## config.mk

```make
export PLATFORM = sky130hd
export DESIGN_NAME = dns_qname_normalizer
export DESIGN_NICKNAME = d
export VERILOG_FILES = /design/src/hw/rtl/dqn_pkg.sv /design/src/hw/rtl/dns_qname_normalizer.sv /design/src/hw/rtl/dqn_decode.sv
export SDC_FILE = /design/constraint.sdc
export NUM_CORES = 1
export LEC_CHECK = 0
export BUFFER_PORTS_ARGS = -buffer_cell sky130_fd_sc_hd__buf_2
export CORE_MARGIN = 8
export CORE_UTILIZATION = 55
export CTS_BUF_LIST = sky130_fd_sc_hd__clkbuf_16
export DETAILED_ROUTE_END_ITERATION = 8
export PLACE_DENSITY = 0.76
export SKIP_LAST_GASP = 1
export SYNTH_ARGS = -nofsm -noshare
export SYNTH_HDL_FRONTEND = slang
export SYNTH_SLANG_ARGS = --single-unit
```

## constraint.sdc

```tcl
create_clock -name clk -period 3.2 [get_ports clk]
set_input_delay 0.64 -clock clk [delete_from_list [all_inputs] [get_ports clk]]
set_output_delay 0.64 -clock clk [all_outputs]
set_load 0.05 [all_outputs]
```

## src/hw/rtl/dqn_pkg.sv

```systemverilog
// ----------------------------------------------------------------------------
// dqn_pkg
// Shared types and constants of the query name normaliser.
// ----------------------------------------------------------------------------
package dqn_pkg;

	localparam int MAX_NAME_BYTES_DEF = 64;

	localparam logic [7:0] PTR_BITS   = 8'hC0;
	localparam logic [7:0] LABEL_MAX  = 8'd63;
	localparam logic [5:0] CHAR_LIMIT = 6'd63;
	localparam logic [7:0] CHAR_DOT   = 8'h2E;
	localparam logic [7:0] CHAR_UA    = 8'h41;
	localparam logic [7:0] CHAR_UZ    = 8'h5A;
	localparam logic [7:0] CASE_DIFF  = 8'h20;

	typedef enum logic [1:0] {
		ST_OK      = 2'd0,
		ST_BADLEN  = 2'd1,
		ST_TOOLONG = 2'd2,
		ST_INVALID = 2'd3
	} status_t;

	typedef struct packed {
		logic [5:0] label_remaining;
		logic       label_seen;
		logic [5:0] chars_out;
		logic       finished;
	} parse_state_t;

	typedef struct packed {
		logic [7:0] out_char;
		logic       char_valid;
		logic       name_done;
		status_t    status;
		logic [5:0] name_length;
	} result_t;

endpackage

```

## src/hw/rtl/dns_qname_normalizer.sv

```systemverilog
// ----------------------------------------------------------------------------
// dns_qname_normalizer
// Decodes a wire-format query name, one byte per item, into lowercase text.
// ----------------------------------------------------------------------------
// Throughput: one item per cycle while out_stall is low; the parse state
// updates once per byte. An item passes an input register and a result
// register before its result is offered.
// Reset: asynchronous, active low; parse state clears and the block idles
// until an item marked as the first byte of a name arrives.
module dns_qname_normalizer #(
	parameter int MAX_NAME_BYTES = dqn_pkg::MAX_NAME_BYTES_DEF
) (
	input  logic       clk,
	input  logic       arst_n,
	input  logic       in_valid,
	output logic       in_stall,
	input  logic [7:0] in_byte,
	input  logic       first_byte,
	input  logic       last_byte,
	output logic       out_valid,
	input  logic       out_stall,
	output logic [7:0] out_char,
	output logic       char_valid,
	output logic       name_done,
	output logic [1:0] status,
	output logic [5:0] name_length
);

	localparam int BS_W = $clog2(MAX_NAME_BYTES + 1);

	logic                  valid_s1;
	logic [7:0]            byte_s1;
	logic                  first_s1;
	logic                  last_s1;
	logic                  valid_s2;
	dqn_pkg::result_t      result_s2;
	dqn_pkg::parse_state_t state_q;
	logic [BS_W-1:0]       scanned_q;
	dqn_pkg::parse_state_t state_nxt;
	logic [BS_W-1:0]       scanned_nxt;
	dqn_pkg::result_t      result_nxt;
	logic                  adv_s2;
	logic                  load_s1;

	assign adv_s2   = valid_s1 && (!valid_s2 || !out_stall);
	assign load_s1  = !valid_s1 || adv_s2;
	assign in_stall = !load_s1;

	always_ff @(posedge clk or negedge arst_n) begin
		if (!arst_n) begin
			valid_s1 <= 1'b0;
		end else if (load_s1) begin
			valid_s1 <= in_valid;
		end
	end

	always_ff @(posedge clk) begin
		if (load_s1 && in_valid) begin
			byte_s1  <= in_byte;
			first_s1 <= first_byte;
			last_s1  <= last_byte;
		end
	end

	dqn_decode #(
		.MAX_NAME_BYTES(MAX_NAME_BYTES),
		.BS_W          (BS_W)
	) u_decode (
		.in_byte    (byte_s1),
		.first_byte (first_s1),
		.last_byte  (last_s1),
		.cur_state  (state_q),
		.cur_scanned(scanned_q),
		.nxt_state  (state_nxt),
		.nxt_scanned(scanned_nxt),
		.result     (result_nxt)
	);

	always_ff @(posedge clk or negedge arst_n) begin
		if (!arst_n) begin
			state_q.label_remaining <= 6'd0;
			state_q.label_seen      <= 1'b0;
			state_q.chars_out       <= 6'd0;
			state_q.finished        <= 1'b1;
			scanned_q               <= '0;
			valid_s2                <= 1'b0;
		end else begin
			if (adv_s2) begin
				state_q   <= state_nxt;
				scanned_q <= scanned_nxt;
			end
			if (!valid_s2 || !out_stall) begin
				valid_s2 <= valid_s1;
			end
		end
	end

	always_ff @(posedge clk) begin
		if (adv_s2) begin
			result_s2 <= result_nxt;
		end
	end

	assign out_valid   = valid_s2;
	assign out_char    = result_s2.out_char;
	assign char_valid  = result_s2.char_valid;
	assign name_done   = result_s2.name_done;
	assign status      = result_s2.status;
	assign name_length = result_s2.name_length;

`ifndef ASSERT_OFF
	a_accept_fills_s1: assert property (@(posedge clk) disable iff (!arst_n)
		in_valid && !in_stall |=> valid_s1)
		else $error("accepted item did not reach the input register");

	a_drain: assert property (@(posedge clk) disable iff (!arst_n)
		out_valid && !out_stall && !valid_s1 |=> !out_valid)
		else $error("result offered twice");

	a_char_counted: assert property (@(posedge clk) disable iff (!arst_n)
		out_valid && char_valid |-> name_length != 6'd0)
		else $error("character emitted without being counted");

	a_state_hold: assert property (@(posedge clk) disable iff (!arst_n)
		!adv_s2 |=> $stable(state_q) && $stable(scanned_q))
		else $error("parse state changed without an item advancing");
`endif

endmodule

```

## src/hw/rtl/dqn_decode.sv

```systemverilog
// ----------------------------------------------------------------------------
// dqn_decode
// Per-byte label decoding: next parse state and the result for one item.
// ----------------------------------------------------------------------------
module dqn_decode #(
	parameter int MAX_NAME_BYTES = dqn_pkg::MAX_NAME_BYTES_DEF,
	parameter int BS_W = $clog2(MAX_NAME_BYTES + 1)
) (
	input  logic [7:0]            in_byte,
	input  logic                  first_byte,
	input  logic                  last_byte,
	input  dqn_pkg::parse_state_t cur_state,
	input  logic [BS_W-1:0]       cur_scanned,
	output dqn_pkg::parse_state_t nxt_state,
	output logic [BS_W-1:0]       nxt_scanned,
	output dqn_pkg::result_t      result
);

	localparam logic [BS_W-1:0] SCAN_MAX = BS_W'(MAX_NAME_BYTES);

	always_comb begin
		dqn_pkg::parse_state_t st;
		logic [BS_W-1:0]       bs;
		logic [7:0]            ch;
		logic                  valid;
		logic                  done;
		dqn_pkg::status_t      status;

		st     = cur_state;
		bs     = cur_scanned;
		ch     = 8'd0;
		valid  = 1'b0;
		done   = 1'b0;
		status = dqn_pkg::ST_OK;

		if (first_byte) begin
			st.label_remaining = 6'd0;
			st.label_seen      = 1'b0;
			st.chars_out       = 6'd0;
			st.finished        = 1'b0;
			bs                 = '0;
		end

		if (!st.finished) begin
			if (bs < SCAN_MAX) begin
				bs = bs + 1'b1;
			end
			if (st.label_remaining == 6'd0) begin
				priority if (in_byte == 8'd0) begin
					done   = 1'b1;
					status = st.label_seen ? dqn_pkg::ST_OK : dqn_pkg::ST_INVALID;
				end else if ((in_byte & dqn_pkg::PTR_BITS) != 8'd0
						|| in_byte > dqn_pkg::LABEL_MAX) begin
					done   = 1'b1;
					status = dqn_pkg::ST_BADLEN;
				end else if (st.label_seen && st.chars_out >= dqn_pkg::CHAR_LIMIT) begin
					done   = 1'b1;
					status = dqn_pkg::ST_TOOLONG;
				end else begin
					if (st.label_seen) begin
						ch           = dqn_pkg::CHAR_DOT;
						valid        = 1'b1;
						st.chars_out = st.chars_out + 6'd1;
					end
					st.label_remaining = in_byte[5:0];
					st.label_seen      = 1'b1;
				end
			end else begin
				if (st.chars_out >= dqn_pkg::CHAR_LIMIT) begin
					done   = 1'b1;
					status = dqn_pkg::ST_TOOLONG;
				end else begin
					if (in_byte >= dqn_pkg::CHAR_UA && in_byte <= dqn_pkg::CHAR_UZ) begin
						ch = in_byte + dqn_pkg::CASE_DIFF;
					end else begin
						ch = in_byte;
					end
					valid              = 1'b1;
					st.chars_out       = st.chars_out + 6'd1;
					st.label_remaining = st.label_remaining - 6'd1;
				end
			end

			if (!done && bs >= SCAN_MAX) begin
				done   = 1'b1;
				status = dqn_pkg::ST_TOOLONG;
			end
			if (!done && last_byte) begin
				done   = 1'b1;
				status = dqn_pkg::ST_INVALID;
			end
			if (done) begin
				st.finished = 1'b1;
			end
		end

		nxt_state          = st;
		nxt_scanned        = bs;
		result.out_char    = ch;
		result.char_valid  = valid;
		result.name_done   = done;
		result.status      = status;
		result.name_length = st.chars_out;
	end

endmodule

```

==> impl_summary.log, run 1 <==
[metrics] reported leakage power: 1.25 nW
[metrics] Final setup viols: 0
[metrics] core outline area: 0.00475 mm^2
[metrics] via count of the first global-routing pass: 2125
[metrics] reg-to-reg setup timing slack: 0.78 ns
[metrics] post-route worst hold slack: 0.323 ns
[metrics] most common flop cell mapped by yosys: edfxtp_1
[metrics] share of the synthesized netlist area taken by xor and xnor gates: 0.644%
[metrics] overall routed net length: 6460 um
[metrics] initial detailed-routing violation count: 290
[metrics] final net count: 315
[metrics] share of cell area taken by muxes after synthesis: 2.35%
[metrics] endpoints failing hold: 0
[metrics] synthesis warning total: 0
[metrics] EDFF count, synth: 28
[metrics] register clock-pin slew on the reported worst setup and hold paths: 0.06 ns
[metrics] fraction of the cycle the final worst path needs: 75.6%
[metrics] worst slew margin relative to its limit: 61.7%
[metrics] most frequently used cell type in the post-synthesis netlist: edfxtp_1
[metrics] synthesized netlist net count: 281
[metrics] Layout Area Growth over Synthesis: 14.3%
[metrics] CTS-repair resized insts: 0
[metrics] DIE HEIGHT: 86.3 um
[metrics] Least-Margin Pin Slew: 0.574 ns
[metrics] cell types with the highest counts after synthesis: edfxtp_1, nand2_1, nor2_1
[metrics] setup repair after global routing missed its margin: no
[metrics] worst hold path class: in2async
[metrics] count of buffers added by post-CTS timing repair for setup: 0
[metrics] maximum fanout along the worst path: 9
[metrics] fraction of the mapped netlist area in adder cells: 1.84%
[metrics] global-route wire length before repair: 10400 um
[metrics] Num CTS Buffers: 5
[metrics] share of flip-flops with an asynchronous set or reset after synthesis: 45.1%
[metrics] synthesized-area fraction occupied by and/or/nand/nor cells: 22.0%
[metrics] Critical Path End Type: flip-flop
[metrics] #FFs+latches synth: 51
[metrics] later-pin clock latency in the skew report: 0.29 ns
[metrics] diode insertion count for antenna repair: 0
[metrics] cell type with the highest aggregate area in the netlist: edfxtp_1
[metrics] worst vdd ir: 0.497 mV
[metrics] antenna-violating nets left: 0
[metrics] area of combinational cells with multiple inputs: 0.00124 mm^2
[metrics] number of I/O pins: 34
[metrics] Die Outline Area: 0.00745 mm^2
[metrics] fmax: 414 MHz
[metrics] met2 Usage GRT: 26.9%
[metrics] total DRC errors in the routed layout: 0
[metrics] CP required: 3.24 ns
[metrics] post-synthesis compound-gate area fraction: 18.6%
[metrics] GR Util met3: 4.25%
[metrics] Clock Sinks: 51
[metrics] GR met1 Demand/Resource: 23.6%
[metrics] number of library cell types mapped by synthesis: 58
[metrics] mean number of vias per cell: 6.09
[metrics] number of buffers inserted by hold repair at cts: 0
[metrics] share of final-layout standard cells stronger than drive strength 1: 20.1%
[metrics] placed insts: 357
[metrics] Fillers: 405
[metrics] Total Routing Usage GR: 18.0%
[metrics] post-route insts no fill: 365
[metrics] power density over cell area: 759 mW/mm^2
[metrics] die outline width: 86.3 um
[metrics] cell area after technology mapping: 0.00272 mm^2
[metrics] clock tree from TritonCTS: done
[metrics] part of the Yosys area used for sequential elements: 52.1%
[metrics] grt ovf: 0
[metrics] Row Count: 25
[metrics] run status: completed
[metrics] Worst Clk Skew: 0.00463 ns
[metrics] Clock H-tree levels: 2
[metrics] Gate Count Post-Synth: 263
[metrics] mean instance size in the synthesized netlist: 10.3 um^2
[metrics] HPWL after DPL: 4730 um
[metrics] Critical Path Source Type: flip-flop
[metrics] Final Max Tran Viols: 0
[metrics] summed negative setup slack over all endpoints: 0 ns
[metrics] Pwr Total: 2.36 mW
[metrics] pin count of the biggest net entering global routing: 25
[metrics] number of max-cap violations: 0
[metrics] Max clock buf depth: 2
[metrics] Final Wtd Congestion: 0.946
[metrics] initial antenna violation count: 0
[metrics] Routed wire per std cell: 17.7 um
[metrics] critical path class: reg2reg
[metrics] count of input and output buffers: 33
[metrics] dominant combinational cell family by area after synthesis: simple AND/OR/NAND/NOR gates
[metrics] routed vias: 2222
[metrics] number of optimization iterations in the first detailed-route pass: 5
[metrics] top cells by area, synth: edfxtp_1, dfrtp_1, nand2_1
[metrics] Finished Core Util: 65.4%
[metrics] clock root buffer: clkbuf_16
[metrics] worst path arrival time: 2.46 ns
[metrics] sequential cell area: 0.00142 mm^2
[metrics] Yosys top cell area share: 30.9%
[metrics] Final min period: 2.42 ns
[metrics] grt peak-use layer: met2
[metrics] Starting Density: 57.2%
-- sequential cells by signal (all words and copies together) (netlist names) --
name and flops:
first_s1 1, char_valid 1, status 2, scanned_q 7, byte_s1 8, last_s1 1, valid_s1 1, name_length 6
out_char 8, state_q 14, name_done 1, out_valid 1
-- logic make-up after synthesis --
logic type,Yosys count
AO/OA/AOI/OAI,76
XOR/XNOR,2
adder cells (fa/ha/maj),4
buffers and inverters,14
flip-flops,51
multiplexers,6
AND/OR/NAND/NOR,110
-- critical path, stage by stage, from the launching register on --
cell and delay [ns]:
edfxtp_1 0.49, nor2b_1 0.26, ha_1 0.29, nand4_1 0.20
or3_1 0.44, and4_4 0.25, o22ai_1 0.15, a21oi_1 0.08
-- cell type report --
type,instances,area share (%)
well taps,67,2.70
multi-input cells,198,39.8
repair buffers,36,6.04
clock inverters,3,1.25
clock buffers,5,4.03
flip-flops and latches,51,45.6
inverters,5,0.604
-- per-layer routing --
| layer | share of wire [%] | routed length (um) |
|---|---|---|
| met2 | 47 | 3040 |
| met1 | 43 | 2750 |
| met3 | 7.4 | 481 |
| met5 | 0 | 0 |
| met4 | 3.0 | 195 |
-- placed cells by master (no fill, tap or decap), types with 3 or more instances in the layout --
cell	Yosys	layout
ha_1	4	4
mux2i_1	3	3
o21ai_1	10	10
o211ai_1	4	4
nor2_1	23	23
clkbuf_16	0	5
nand2_1	26	26
nand2b_1	7	7
and2_1	3	3
and3_1	3	3
nor2b_1	8	8
a21o_1	3	3
a21oi_1	14	14
o21ai_0	16	16
inv_1	4	4
buf_2	4	33
a31oi_1	4	4
edfxtp_1	28	28
buf_4	0	3
dfrtp_1	22	22
nor4_2	3	3
a2bb2oi_1	3	3
or3_1	5	5
nor3_1	10	10
nand3_1	9	9
nand4_1	5	5
-- worst paths after layout --
check,from,end,cells past startpoint
worst min register to register,valid_s1,out_valid,1
worst min-delay path,arst_n,scanned_q[2],1
worst max register to register,first_s1,status[1],7
worst max-delay path,first_s1,status[1],7
max in group asynchronous,arst_n,state_q[0],1
min in group clk,valid_s1,out_valid,1
-- metrics by stage --
stage,setup slack [ns],cell area [um^2]
after global placement,0.863,2940
after detailed placement,0.812,2940
final,0.782,3110
after floorplan,0.871,2720
after global routing,0.631,3110
after CTS,0.801,3110
-- where the power goes --
group	switching [mW]	internal, mW
Clock	0.225	0.365
Sequential	0.157	0.864
Combinational	0.491	0.257
Total	0.873	1.49
(Power assumes the default switching activity.)
==> run 2: changes to the inputs <==
CORE_UTILIZATION = 52   (was 55)
clock period = 2.1 ns   (was 3.2 ns; I/O delays follow)
==> run 2 against run 1 <==
Net effect:
- largest cell class unchanged
- clock power is 35% higher
- highest routed layer unchanged
- hold slack got worse by 0.21 ns
- the flow now finishes with violations (setup timing)
- sequential power rose by 49%
- critical path type unchanged
==> impl_summary.log, run 2 (synthesis gave the netlist of run 1 again) <==
[metrics] via count of the first global-routing pass: 2335 (+9.9%)
[metrics] clock tree from TritonCTS: done
[metrics] Die Outline Area: 0.00780 mm^2 (+4.7%)
[metrics] share of final-layout standard cells stronger than drive strength 1: 33.3% (+13 points)
[metrics] Least-Margin Pin Slew: 0.544 ns (-0.0293 ns)
[metrics] Final Max Tran Viols: 0 (unchanged)
[metrics] launch instance of the worst register-to-register path: first_s1
[metrics] Row Count: 26 (+4.0%)
[metrics] later-pin clock latency in the skew report: 0.29 ns (about the same)
[metrics] number of optimization iterations in the first detailed-route pass: 4 (-1)
[metrics] placed insts: 387 (+8.4%)
[metrics] Worst R2R End: status[1]
[metrics] Critical Path Source Type: flip-flop
[metrics] number of I/O pins: 34 (unchanged)
[metrics] post-detailed-placement cell area: 0.00318 mm^2 (+8.1%)
[metrics] reg-to-reg setup timing slack: -0.09 ns (-0.87 ns)
[metrics] fraction of the cycle the final worst path needs: 104% (+29 points)
[metrics] maximum fanout along the worst path: 8 (-1)
[metrics] fmax: 457 MHz (+11%)
[metrics] endpoints failing hold: 0 (unchanged)
[metrics] Worst Clk Skew: 0.00749 ns (+0.00286 ns)
[metrics] Total Routing Usage GR: 18.6% (+0.62 points)
[metrics] reported leakage power: 1.41 nW (+12%)
[metrics] post-route insts no fill: 400 (+9.6%)
[metrics] initial detailed-routing violation count: 253 (-13%)
[metrics] Fillers: 407 (+0.49%)
[metrics] routed vias: 2371 (+6.7%)
[metrics] overall routed net length: 6960 um (+7.6%)
[metrics] pin count of the biggest net entering global routing: 24 (-4.0%)
[metrics] register clock-pin slew on the reported worst setup and hold paths: 0.07 ns (about the same)
[metrics] setup repair after global routing missed its margin: yes
[metrics] number of buffers inserted by hold repair at cts: 0 (unchanged)
[metrics] post-route worst hold slack: 0.110 ns (-0.213 ns)
[metrics] grt ovf: 0 (unchanged)
[metrics] Num CTS Buffers: 5 (unchanged)
[metrics] CP required: 2.15 ns (-1.09 ns)
[metrics] diode insertion count for antenna repair: 0 (unchanged)
[metrics] register containing the most flip-flops in the final layout: state_q
[metrics] Max clock buf depth: 2 (unchanged)
[metrics] critical path class: reg2reg
[metrics] FF-to-FF path depth: 8 (+1)
[metrics] sequential cell area: 0.00142 mm^2 (unchanged)
[metrics] Final Cell Area: 0.00345 mm^2 (+11%)
[metrics] min setup slack post-route: -0.0877 ns (-0.870 ns)
[metrics] Final min period: 2.19 ns (-0.230 ns)
[metrics] DIE HEIGHT: 88.3 um (+2.3%)
[metrics] Finished Core Util: 68.0% (+2.7 points)
[metrics] failing checks: setup timing
[metrics] Final setup viols: 4 (+4)
[metrics] total DRC errors in the routed layout: 0 (unchanged)
[metrics] power density over cell area: 1080 mW/mm^2 (+42%)
[metrics] global-route wire length before repair: 11300 um (+8.8%)
[metrics] Pwr Total: 3.72 mW (+58%)
[metrics] Starting Density: 53.6% (-3.6 points)
[metrics] antenna-violating nets left: 0 (unchanged)
[metrics] max reg flops: 14 (unchanged)
[metrics] die outline width: 88.3 um (+2.3%)
[metrics] worst hold path class: in2async
[metrics] HPWL after DPL: 5050 um (+6.7%)
[metrics] most common library cell in the layout ignoring fill and taps: buf_4
[metrics] core outline area: 0.00507 mm^2 (+6.7%)
[metrics] Routed wire per std cell: 17.4 um (-1.8%)
[metrics] Critical Path End Type: flip-flop
[metrics] Final Wtd Congestion: 1.00 (+5.8%)
[metrics] worst vdd ir: 0.659 mV (+32%)
[metrics] leading cell types in the layout, fill and taps excluded: buf_4, buf_2, edfxtp_1
[metrics] count of input and output buffers: 33 (unchanged)
[metrics] mean number of vias per cell: 5.93 (-2.6%)
[metrics] area of combinational cells with multiple inputs: 0.00135 mm^2 (+8.9%)
[metrics] Clock H-tree levels: 2 (unchanged)
[metrics] run status: finished, violations left
[metrics] final net count: 347 (+10%)
[metrics] Clock Sinks: 51 (unchanged)
[metrics] worst slew margin relative to its limit: 63.4% (+1.7 points)
[metrics] number of max-cap violations: 0 (unchanged)
[metrics] initial antenna violation count: 0 (unchanged)
[metrics] worst path arrival time: 2.24 ns (-0.22 ns)
[metrics] Layout Area Growth over Synthesis: 27.0%
[metrics] clock root buffer: clkbuf_16
## run 2: cell count changes in the layout (fill, tap and decap cells not counted), moves of 3 or more
cell / change
buf_4: +31
nor2b_1: -3
clkinvlp_4: +3
ha_1: -3
## run 2: critical path, stage by stage (launching register included)
cell and delay (ns):
edfxtp_1 0.40, buf_6 0.17, nor2b_4 0.15, ha_4 0.15, nand4_1 0.19, or3_4 0.48
and4_4 0.19, o22ai_2 0.13, a21oi_1 0.08
## run 2: how the worst max path moves through the flow
| stage | from | to | slack [ns] | cells past startpoint |
|---|---|---|---|---|
| after floorplan | first_s1 | name_done | -0.04 | 10 |
| after global placement | first_s1 | status[1] | -0.01 | 8 |
| after detailed placement | first_s1 | status[1] | -0.08 | 8 |
| after CTS | first_s1 | status[1] | -0.05 | 8 |
| after global routing | first_s1 | status[1] | -0.17 | 8 |
| final | first_s1 | status[1] | -0.09 | 8 |
## run 2: where the power goes
| group | switching (mW) | internal, mW | total (mW) |
|---|---|---|---|
| logic | 0.850 | 0.561 | 1.41 |
| clock network | 0.355 | 0.439 | 0.794 |
| registers | 0.201 | 1.31 | 1.52 |
| total | 1.41 | 2.32 | 3.72 |
## run 2: per-stage QoR
step	setup slack, ns	setup TNS [ns]
after floorplan	-0.0363	-0.0717
after global placement	-0.0131	-0.0131
after detailed placement	-0.0838	-0.191
after CTS	-0.0529	-0.0529
after global routing	-0.171	-0.937
final	-0.0877	-0.200
## run 2: cell type report
cell class / instances / area share [%]
clock buffers: 5 / 3.62
clock inverters: 3 / 0.580
multi-input cells: 198 / 39.0
inverters: 5 / 0.689
flip-flops and latches: 51 / 41.1
repair buffers: 68 / 12.5
well taps: 70 / 2.54
## run 2: repair_timing
item | 4_1_cts | 5_1_grt
pin swaps | 1 | 6
endpoints found under the setup margin | 5 | 19
gates resized for setup | 2 | 15
buffers inserted | 1 | 4
hold endpoints to repair | 0 | 0
## run 2: per-layer routing
metal  vias to the layer above  wire, um  GRT usage [%]
met5                         -         0              0
met4                         0       138           9.06
met3                        13       410           3.16
met2                        96      3300           29.1
met1                      1142      3100           24.3
li1                       1120         -              -
